File: config.mk
export PLATFORM = sky130hd
export DESIGN_NAME = rle_run_decoder_core_flat
export DESIGN_NICKNAME = d
export VERILOG_FILES = /design/src/rtl/rrd_pkg.sv /design/src/rtl/rrd_if.sv /design/src/rtl/rrd_front.sv /design/src/rtl/rrd_queue.sv /design/src/rtl/rrd_back.sv /design/src/rtl/rle_run_decoder_core.sv /design/src/flat_wrapper.sv
export SDC_FILE = /design/constraint.sdc
export NUM_CORES = 1
export LEC_CHECK = 0
export ABC_AREA = 1
export ABC_CLOCK_PERIOD_IN_PS = 4100
export BUFFER_PORTS_ARGS = -buffer_cell sky130_fd_sc_hd__buf_2
export CAP_MARGIN = 20
export CORE_MARGIN = 8
export CORE_UTILIZATION = 30
export DETAILED_ROUTE_END_ITERATION = 8
export GPL_ROUTABILITY_DRIVEN = 0
export GPL_TIMING_DRIVEN = 1
export PLACE_DENSITY_LB_ADDON = 0.25
export RECOVER_POWER = 50
export SLEW_MARGIN = 0
export SYNTH_ARGS = -nofsm -noshare
export SYNTH_HDL_FRONTEND = slang
export SYNTH_SLANG_ARGS = --single-unit
File: constraint.sdc
create_clock -name clk -period 4.1 [get_ports clk]
set_input_delay 0.205 -clock clk [delete_from_list [all_inputs] [get_ports clk]]
set_output_delay 0.205 -clock clk [all_outputs]
set_load 0.01 [all_outputs]
File: src/rtl/rrd_pkg.sv
// Shared types and constants for the run-length run decoder.
// Used by the front end, the queue, the back end, the top level and the checker.
package rrd_pkg;

	// Frame header: original length, least significant byte first.
	localparam int HDR_BYTES = 8;
	localparam int HDR_IDX_W = $clog2(HDR_BYTES + 1);
	localparam int LEN_W     = 8 * HDR_BYTES;

	// Depth of the queue between front end and back end.
	localparam int Q_DEPTH = 2;
	localparam int Q_IDX_W = $clog2(Q_DEPTH);
	localparam int Q_CNT_W = $clog2(Q_DEPTH + 1);

	// What the back end has to do with one queued entry.
	typedef enum logic [1:0] {
		OP_NONE,
		OP_HDR,
		OP_PAIR
	} op_kind_t;

	// Frame status reported with the final beat.
	typedef enum logic [1:0] {
		ST_OK       = 2'd0,
		ST_SHORT    = 2'd1,
		ST_ZERO     = 2'd2,
		ST_MISMATCH = 2'd3
	} status_t;

	// One classified beat, handed from the front end to the back end.
	typedef struct packed {
		op_kind_t   kind;
		logic [7:0] data;      // header byte or run value
		logic [7:0] count;     // run count of a complete pair
		logic       last;      // final beat of the frame
		logic       short_hdr; // header still incomplete after this beat
	} op_t;

	// Queue push and pop handshakes.
	typedef struct packed {
		logic valid;
		op_t  op;
	} q_push_t;

	typedef struct packed {
		logic valid;
		op_t  op;
	} q_head_t;

endpackage

File: src/rtl/rrd_if.sv
// Stream interfaces of the run-length run decoder: compressed input bytes
// and decoded result items. Depends on nothing but the language.
interface rrd_in_if;
	logic       valid;
	logic       ready;
	logic [7:0] data_byte;
	logic       last;

	modport source (output valid, output data_byte, output last, input ready);
	modport sink   (input valid, input data_byte, input last, output ready);
endinterface

interface rrd_out_if;
	logic       valid;
	logic       ready;
	logic       run_valid;
	logic [7:0] run_value;
	logic [7:0] run_length;
	logic       frame_done;
	logic [1:0] status;

	modport source (output valid, output run_valid, output run_value, output run_length,
		output frame_done, output status, input ready);
	modport sink   (input valid, input run_valid, input run_value, input run_length,
		input frame_done, input status, output ready);
endinterface

File: src/rtl/rrd_front.sv
// Front end: takes compressed beats, counts off the header and pairs
// count and value bytes into queue entries. Depends on rrd_pkg.
module rrd_front import rrd_pkg::*; (
	input  logic       clk,
	input  logic       arst_n,
	input  logic       in_valid,
	input  logic [7:0] in_data,
	input  logic       in_last,
	input  logic       q_full,
	output logic       in_ready,
	output q_push_t    push
);

	logic [HDR_IDX_W-1:0] hdr_idx_q;
	logic                 expect_q;
	logic [7:0]           count_q;
	logic                 accept;
	logic                 in_hdr;

	assign in_ready = !q_full;
	assign accept   = in_valid && !q_full;
	assign in_hdr   = hdr_idx_q < HDR_IDX_W'(HDR_BYTES);

	// Classify the beat and decide whether it needs the back end.
	always_comb begin
		push.valid        = 1'b0;
		push.op.kind      = OP_NONE;
		push.op.data      = in_data;
		push.op.count     = count_q;
		push.op.last      = in_last;
		push.op.short_hdr = 1'b0;
		if (in_hdr) begin
			push.valid        = accept;
			push.op.kind      = OP_HDR;
			push.op.short_hdr = hdr_idx_q != HDR_IDX_W'(HDR_BYTES - 1);
		end else if (!expect_q) begin
			// A lone count byte only matters when it ends the frame.
			push.valid = accept && in_last;
		end else begin
			push.valid   = accept;
			push.op.kind = OP_PAIR;
		end
	end

	// Header position and pair phase; a final beat starts a new frame.
	always_ff @(posedge clk or negedge arst_n) begin
		if (!arst_n) begin
			hdr_idx_q <= '0;
			expect_q  <= 1'b0;
		end else if (accept) begin
			if (in_last) begin
				hdr_idx_q <= '0;
				expect_q  <= 1'b0;
			end else if (in_hdr) begin
				hdr_idx_q <= hdr_idx_q + HDR_IDX_W'(1);
			end else begin
				expect_q <= !expect_q;
			end
		end
	end

	// Held count byte of the pair in progress.
	always_ff @(posedge clk) begin
		if (accept && !in_hdr && !expect_q) begin
			count_q <= in_data;
		end
	end

endmodule

File: src/rtl/rrd_queue.sv
// Short queue between front end and back end, so that each side stalls
// on its own. Depends on rrd_pkg.
module rrd_queue import rrd_pkg::*; (
	input  logic    clk,
	input  logic    arst_n,
	input  q_push_t push,
	input  logic    pop,
	output logic    full,
	output q_head_t head
);

	op_t                mem_q [Q_DEPTH];
	logic [Q_IDX_W-1:0] wr_ptr_q;
	logic [Q_IDX_W-1:0] rd_ptr_q;
	logic [Q_CNT_W-1:0] cnt_q;
	logic               do_pop;

	assign full       = cnt_q == Q_CNT_W'(Q_DEPTH);
	assign head.valid = cnt_q != '0;
	assign head.op    = mem_q[rd_ptr_q];
	assign do_pop     = pop && head.valid;

	// Entry storage.
	always_ff @(posedge clk) begin
		if (push.valid) begin
			mem_q[wr_ptr_q] <= push.op;
		end
	end

	// Pointers and fill count.
	always_ff @(posedge clk or negedge arst_n) begin
		if (!arst_n) begin
			wr_ptr_q <= '0;
			rd_ptr_q <= '0;
			cnt_q    <= '0;
		end else begin
			if (push.valid) begin
				wr_ptr_q <= (wr_ptr_q == Q_IDX_W'(Q_DEPTH - 1)) ? '0 : wr_ptr_q + Q_IDX_W'(1);
			end
			if (do_pop) begin
				rd_ptr_q <= (rd_ptr_q == Q_IDX_W'(Q_DEPTH - 1)) ? '0 : rd_ptr_q + Q_IDX_W'(1);
			end
			if (push.valid && !do_pop) begin
				cnt_q <= cnt_q + Q_CNT_W'(1);
			end else if (!push.valid && do_pop) begin
				cnt_q <= cnt_q - Q_CNT_W'(1);
			end
		end
	end

endmodule

File: src/rtl/rrd_back.sv
// Back end: tracks the bytes still owed, clips runs, records a zero count
// and builds result beats in an output register. Depends on rrd_pkg.
module rrd_back import rrd_pkg::*; (
	input  logic       clk,
	input  logic       arst_n,
	input  q_head_t    head,
	output logic       pop,
	input  logic       out_ready,
	output logic       out_valid,
	output logic       out_run_valid,
	output logic [7:0] out_run_value,
	output logic [7:0] out_run_length,
	output logic       out_frame_done,
	output status_t    out_status
);

	logic [LEN_W-1:0] rem_q;
	logic             stopped_q;
	logic             out_valid_q;
	logic             run_valid_q;
	logic [7:0]       run_value_q;
	logic [7:0]       run_length_q;
	logic             frame_done_q;
	status_t          status_q;

	logic             active;
	logic             zero_cnt;
	logic             emit;
	logic             fits;
	logic [7:0]       run_len;
	logic [LEN_W-1:0] rem_nx;
	logic             produce;
	status_t          status_nx;

	// An entry is taken whenever the output register is free or draining.
	assign pop = head.valid && (!out_valid_q || out_ready);

	// Pair handling: ignored once the length is reached or after a zero count.
	always_comb begin
		active   = (head.op.kind == OP_PAIR) && !stopped_q && (rem_q != '0);
		zero_cnt = active && (head.op.count == 8'd0);
		emit     = active && (head.op.count != 8'd0);
		fits     = (rem_q[LEN_W-1:8] != '0) || (rem_q[7:0] >= head.op.count);
		run_len  = fits ? head.op.count : rem_q[7:0];
		unique case (head.op.kind)
			OP_HDR:  rem_nx = {head.op.data, rem_q[LEN_W-1:8]};
			OP_PAIR: rem_nx = emit ? rem_q - LEN_W'(run_len) : rem_q;
			default: rem_nx = rem_q;
		endcase
		produce = emit || head.op.last;
	end

	// Final status, in order of precedence.
	always_comb begin
		priority if (head.op.short_hdr) begin
			status_nx = ST_SHORT;
		end else if (stopped_q || zero_cnt) begin
			status_nx = ST_ZERO;
		end else if (rem_nx != '0) begin
			status_nx = ST_MISMATCH;
		end else begin
			status_nx = ST_OK;
		end
	end

	// Decoder state; a final beat returns it to its reset values.
	always_ff @(posedge clk or negedge arst_n) begin
		if (!arst_n) begin
			rem_q     <= '0;
			stopped_q <= 1'b0;
		end else if (pop) begin
			if (head.op.last) begin
				rem_q     <= '0;
				stopped_q <= 1'b0;
			end else begin
				rem_q     <= rem_nx;
				stopped_q <= stopped_q || zero_cnt;
			end
		end
	end

	// Output register valid flag.
	always_ff @(posedge clk or negedge arst_n) begin
		if (!arst_n) begin
			out_valid_q <= 1'b0;
		end else if (pop) begin
			out_valid_q <= produce;
		end else if (out_ready) begin
			out_valid_q <= 1'b0;
		end
	end

	// Output register payload.
	always_ff @(posedge clk) begin
		if (pop && produce) begin
			run_valid_q  <= emit;
			run_value_q  <= emit ? head.op.data : 8'd0;
			run_length_q <= emit ? run_len : 8'd0;
			frame_done_q <= head.op.last;
			status_q     <= head.op.last ? status_nx : ST_OK;
		end
	end

	assign out_valid      = out_valid_q;
	assign out_run_valid  = run_valid_q;
	assign out_run_value  = run_value_q;
	assign out_run_length = run_length_q;
	assign out_frame_done = frame_done_q;
	assign out_status     = status_q;

endmodule

File: src/rtl/rle_run_decoder_core.sv
// Top level of the run-length run decoder: front end, queue and back end.
// Depends on rrd_pkg, rrd_if, rrd_front, rrd_queue and rrd_back.
//
// The decoder takes one compressed byte per cycle on frame while the queue
// is not full and returns at most one result beat per byte on result: a run
// (value and clipped length) and, on the final byte, the frame status. A
// byte passes through a queue entry into the back end's output register;
// the block keeps taking a byte every cycle while results are taken every
// cycle. The two-entry queue between the pairing front end and the back
// end absorbs a short stall, and the back end's 64-bit remaining-length
// subtract and compare, done once per pair, sets the cycle time.
module rle_run_decoder_core import rrd_pkg::*; (
	input logic       clk,
	input logic       arst_n,
	rrd_in_if.sink    frame,
	rrd_out_if.source result
);

	q_push_t push;
	q_head_t head;
	logic    q_full;
	logic    pop;
	status_t status;

	rrd_front u_front (
		.clk      (clk),
		.arst_n   (arst_n),
		.in_valid (frame.valid),
		.in_data  (frame.data_byte),
		.in_last  (frame.last),
		.q_full   (q_full),
		.in_ready (frame.ready),
		.push     (push)
	);

	rrd_queue u_queue (
		.clk    (clk),
		.arst_n (arst_n),
		.push   (push),
		.pop    (pop),
		.full   (q_full),
		.head   (head)
	);

	rrd_back u_back (
		.clk            (clk),
		.arst_n         (arst_n),
		.head           (head),
		.pop            (pop),
		.out_ready      (result.ready),
		.out_valid      (result.valid),
		.out_run_valid  (result.run_valid),
		.out_run_value  (result.run_value),
		.out_run_length (result.run_length),
		.out_frame_done (result.frame_done),
		.out_status     (status)
	);

	assign result.status = status;

endmodule

File: src/flat_wrapper.sv
// flat-port wrapper written by rule: the top's interface ports become plain ports
module rle_run_decoder_core_flat import rrd_pkg::*;
  (clk, arst_n, frame_valid, frame_data_byte, frame_last, frame_ready, result_valid, result_run_valid, result_run_value, result_run_length, result_frame_done, result_status, result_ready);
  rrd_in_if frame_i ();
  rrd_out_if result_i ();
  input logic clk;
  input logic arst_n;
  input wire logic [$bits(frame_i.valid)-1:0] frame_valid;
  input wire logic [$bits(frame_i.data_byte)-1:0] frame_data_byte;
  input wire logic [$bits(frame_i.last)-1:0] frame_last;
  output wire logic [$bits(frame_i.ready)-1:0] frame_ready;
  output wire logic [$bits(result_i.valid)-1:0] result_valid;
  output wire logic [$bits(result_i.run_valid)-1:0] result_run_valid;
  output wire logic [$bits(result_i.run_value)-1:0] result_run_value;
  output wire logic [$bits(result_i.run_length)-1:0] result_run_length;
  output wire logic [$bits(result_i.frame_done)-1:0] result_frame_done;
  output wire logic [$bits(result_i.status)-1:0] result_status;
  input wire logic [$bits(result_i.ready)-1:0] result_ready;
  assign frame_i.valid = frame_valid;
  assign frame_i.data_byte = frame_data_byte;
  assign frame_i.last = frame_last;
  assign frame_ready = frame_i.ready;
  assign result_valid = result_i.valid;
  assign result_run_valid = result_i.run_valid;
  assign result_run_value = result_i.run_value;
  assign result_run_length = result_i.run_length;
  assign result_frame_done = result_i.frame_done;
  assign result_status = result_i.status;
  assign result_i.ready = result_ready;
  rle_run_decoder_core u_core (.clk(clk), .arst_n(arst_n), .frame(frame_i), .result(result_i));
endmodule
==> qor.txt <==
CTS tree -> yes
synth top area cells -> edfxtp_1 20%, dfrtp_1 18%, nand2_1 13%, nor2_1 7.3%, nand3_1 6.2%
Final WS setup -> -528 ps
gr ovfl total -> 0
CTS Buf Count -> 17
Pins Over Slew Limit -> 37
Vias per Instance -> 5.04
Commonest cells post-synth -> 358 x nand2_1, 198 x nor2_1, 168 x inv_1
hold path depth -> 3
H-Tree Depth -> 4
I/O pins -> 35
vias in the first global route -> 10,800
#FFs+latches synth -> 143
R2R depth -> 28
min-delay worst type -> in2reg
register area -> 3920 um2
DR pass1 iterations -> 6
Synth top area share -> 20.0%
failing checks -> max-capacitance violations, max-slew violations, negative setup slack
Max Cap Viol -> 1
EDFF count, synth -> 68
CTS sink cnt -> 143
RSZ-0062 raised after global routing -> yes
Post-synth ARST share -> 52.4%
reg-to-reg slack, setup -> -530 ps
Worst R2R End -> u_core.u_back.out_status[0]$_SDFFCE_PN0P_
Netlist cell types -> 48
crit path launch type -> flop
cell count after synthesis -> 1,454
I/O Buffers -> 34
Starting Density -> 30.4%
Die ar. -> 40,200 um2
dominant cell type by area after synthesis -> edfxtp_1
remaining antenna violation count -> 0
WL final -> 38,300 um
largest net degree at the start of global routing -> 67
via count -> 11,000
Residual DRC -> 0
cell mode on critical path -> nand2_1
CP required -> 4280 ps
# diodes -> 0
maximum clock frequency -> 216 MHz
CTS clk-pin slew, worst paths -> 80 ps
num rows -> 67
Syn Nets -> 1,484
slowest stage delay, CP -> 380 ps
Filler Cell Count -> 3,534
Chip Height -> 200 um
WHS Endpoint -> u_core.u_front.hdr_idx_q[3]$_DFFE_PN0P_
hold path start -> frame_valid
Worst Setup End Kind -> flop
First DRT Iteration DRCs -> 895
worst skew pair latency -> 450 ps
WL/cell -> 17.6 um
CP max stage cell -> dfrtp_1
critical path fanouts, max -> 7
most numerous cell in the Yosys netlist -> nand2_1
CP arrival -> 4810 ps
post-synthesis average cell area -> 7.02 um2
DIE WIDTH -> 200 um
CP Class -> reg2reg
Worst Clk Skew -> 24.2 ps
Tmin final -> 4630 ps
Synth-to-Final Area Change -> 34.4%
Max-slew headroom -> -54.6%
Syn. warnings -> 0
initial antenna violation count -> 0
status -> complete, but fails checks
post-synthesis sequential area ratio -> 38.4%
RR Startpoint -> u_core.u_back.rem_q[36]$_DFFE_PN0P_
dpl hpwl -> 28,500 um
Mapped Area -> 10,200 um2
first-pass GRT wire length -> 60,100 um
Most used DFF post-synth -> dfrtp_1
Hold Vio Cnt, Final -> 0
CORE AREA -> 33,500 um2
Final period util -> 113%
Multi-input gate area -> 5670 um2
final core occ -> 40.9%
CTS Root Cell -> clkbuf_16
Final #Nets -> 1,747
Tot GR Track Use -> 18.8%
Final setup viols -> 2
Least-Margin Pin Slew -> 2320 ps
layout cell share with drive strength beyond 1 -> 24.6%
Clock Tree Buf Depth -> 2
-- registers in the layout (all words and copies together) (netlist names) --
signal	cells
u_core.u_back.out_frame_done	1
u_core.u_back.out_run_length	8
u_core.u_back.out_run_valid	1
u_core.u_back.out_run_value	8
u_core.u_back.out_status	2
u_core.u_back.out_valid	1
u_core.u_back.rem_q	64
u_core.u_back.stopped_q	1
u_core.u_front.count_q	8
u_core.u_front.expect_q	1
u_core.u_front.hdr_idx_q	4
u_core.u_queue.cnt_q	2
u_core.u_queue.mem_q	40
u_core.u_queue.rd_ptr_q	1
u_core.u_queue.wr_ptr_q	1
-- cell families (layout without fill, tap and decap cells) --
family | Yosys count | after routing | share of synthesized area (%)
simple gates | 823 | 823 | 36.8
buf+inv | 235 | 511 | 9.01
compound gates | 222 | 222 | 12.4
flops | 143 | 143 | 38.4
fa+ha+maj | 17 | 17 | 2.16
mux | 9 | 9 | 0.883
xor+xnor | 5 | 5 | 0.429
-- cell usage in the layout (no fill, tap or decap), types with 8 or more instances in the layout --
| cell | instances |
|---|---|
| nor2_4 | 15 |
| ha_1 | 11 |
| o21ai_1 | 19 |
| clkbuf_1 | 32 |
| buf_12 | 9 |
| a21oi_1 | 72 |
| o21ai_0 | 35 |
| mux2i_1 | 9 |
| edfxtp_1 | 68 |
| nor2_1 | 182 |
| clkbuf_16 | 18 |
| buf_4 | 237 |
| o22ai_1 | 65 |
| inv_2 | 16 |
| dlygate4sd3_1 | 10 |
| nor3_1 | 17 |
| nand3_2 | 15 |
| nand2_2 | 20 |
| dfrtp_1 | 74 |
| nor2_2 | 19 |
| inv_1 | 163 |
| nand4_1 | 42 |
| nand3_1 | 122 |
| nand2_4 | 8 |
| nand2_1 | 347 |
| nor4_1 | 16 |
-- stage by stage --
stage          instances  TNS (ps)  setup slack, ps  hold WS [ps]  area, um2
2_1_floorplan       1454         0             8.23         -90.6      10200
3_3_place_gp        2120     -1170             -611           227      12600
3_5_place_dp        2120     -1270             -664           230      12600
4_1_cts             2170      -865             -452          4.78      13500
5_1_grt             2178     -1580             -771          84.3      13700
6_report            2178     -1040             -528          86.9      13700
-- what timing repair did --
item                                    CTS  global route
pin swaps                                26            30
gates resized for setup                  32            44
cloned                                    1             1
hold buffers                             10             0
hold endpoints to repair                 60             0
setup buffers                             7             5
endpoints found under the setup margin    2            51
-- critical path: cells and delay by family, from the launching register on --
kind / cells / cell delay (ps)
adder cells (fa/ha/maj): 2 / 460
AO/OA/AOI/OAI: 3 / 360
flip-flops: 1 / 380
buffers and inverters: 1 / 60
AND/OR/NAND/NOR: 22 / 3100
-- how the worst max path moves through the flow --
stage | start | endpoint | slack, ps
finish | u_core.u_back.rem_q[36]$_DFFE_PN0P_ | u_core.u_back.out_status[0]$_SDFFCE_PN0P_ | -530
global route | u_core.u_queue.rd_ptr_q$_DFFE_PN0P_ | u_core.u_back.out_status[0]$_SDFFCE_PN0P_ | -770
floorplan | u_core.u_queue.rd_ptr_q$_DFFE_PN0P_ | u_core.u_back.out_status[0]$_SDFFCE_PN0P_ | 8
global placement | u_core.u_back.rem_q[36]$_DFFE_PN0P_ | u_core.u_back.out_status[0]$_SDFFCE_PN0P_ | -610
detailed placement | u_core.u_queue.rd_ptr_q$_DFFE_PN0P_ | u_core.u_back.out_status[0]$_SDFFCE_PN0P_ | -660
CTS | u_core.u_queue.rd_ptr_q$_DFFE_PN0P_ | u_core.u_back.out_status[0]$_SDFFCE_PN0P_ | -450
-- cell type report --
cell class                      count  share of cell area [%]
Multi-Input combinational cell   1076                    41.3
Sequential cell                   143                    28.6
Timing Repair Buffer              297                    16.7
Inverter                          181                    4.97
Tap cell                          448                    4.08
Clock buffer                       17                    3.10
Clock inverter                     15                    1.24
Timing Repair inverter              1                  0.0547
-- metal layers --
| metal | track usage, % | routed length [um] | up-vias |
|---|---|---|---|
| met3 | 4.32 | 2540 | 86 |
| met2 | 30.1 | 17400 | 354 |
| met1 | 24.3 | 17000 | 5154 |
| met5 | 0 | 0 | - |
| li1 | - | - | 5392 |
| met4 | 7.33 | 1360 | 0 |
Power is left out: the tool's default activity adds up to more than one toggle a clock period on the data nets, which glitch-free logic cannot reach.
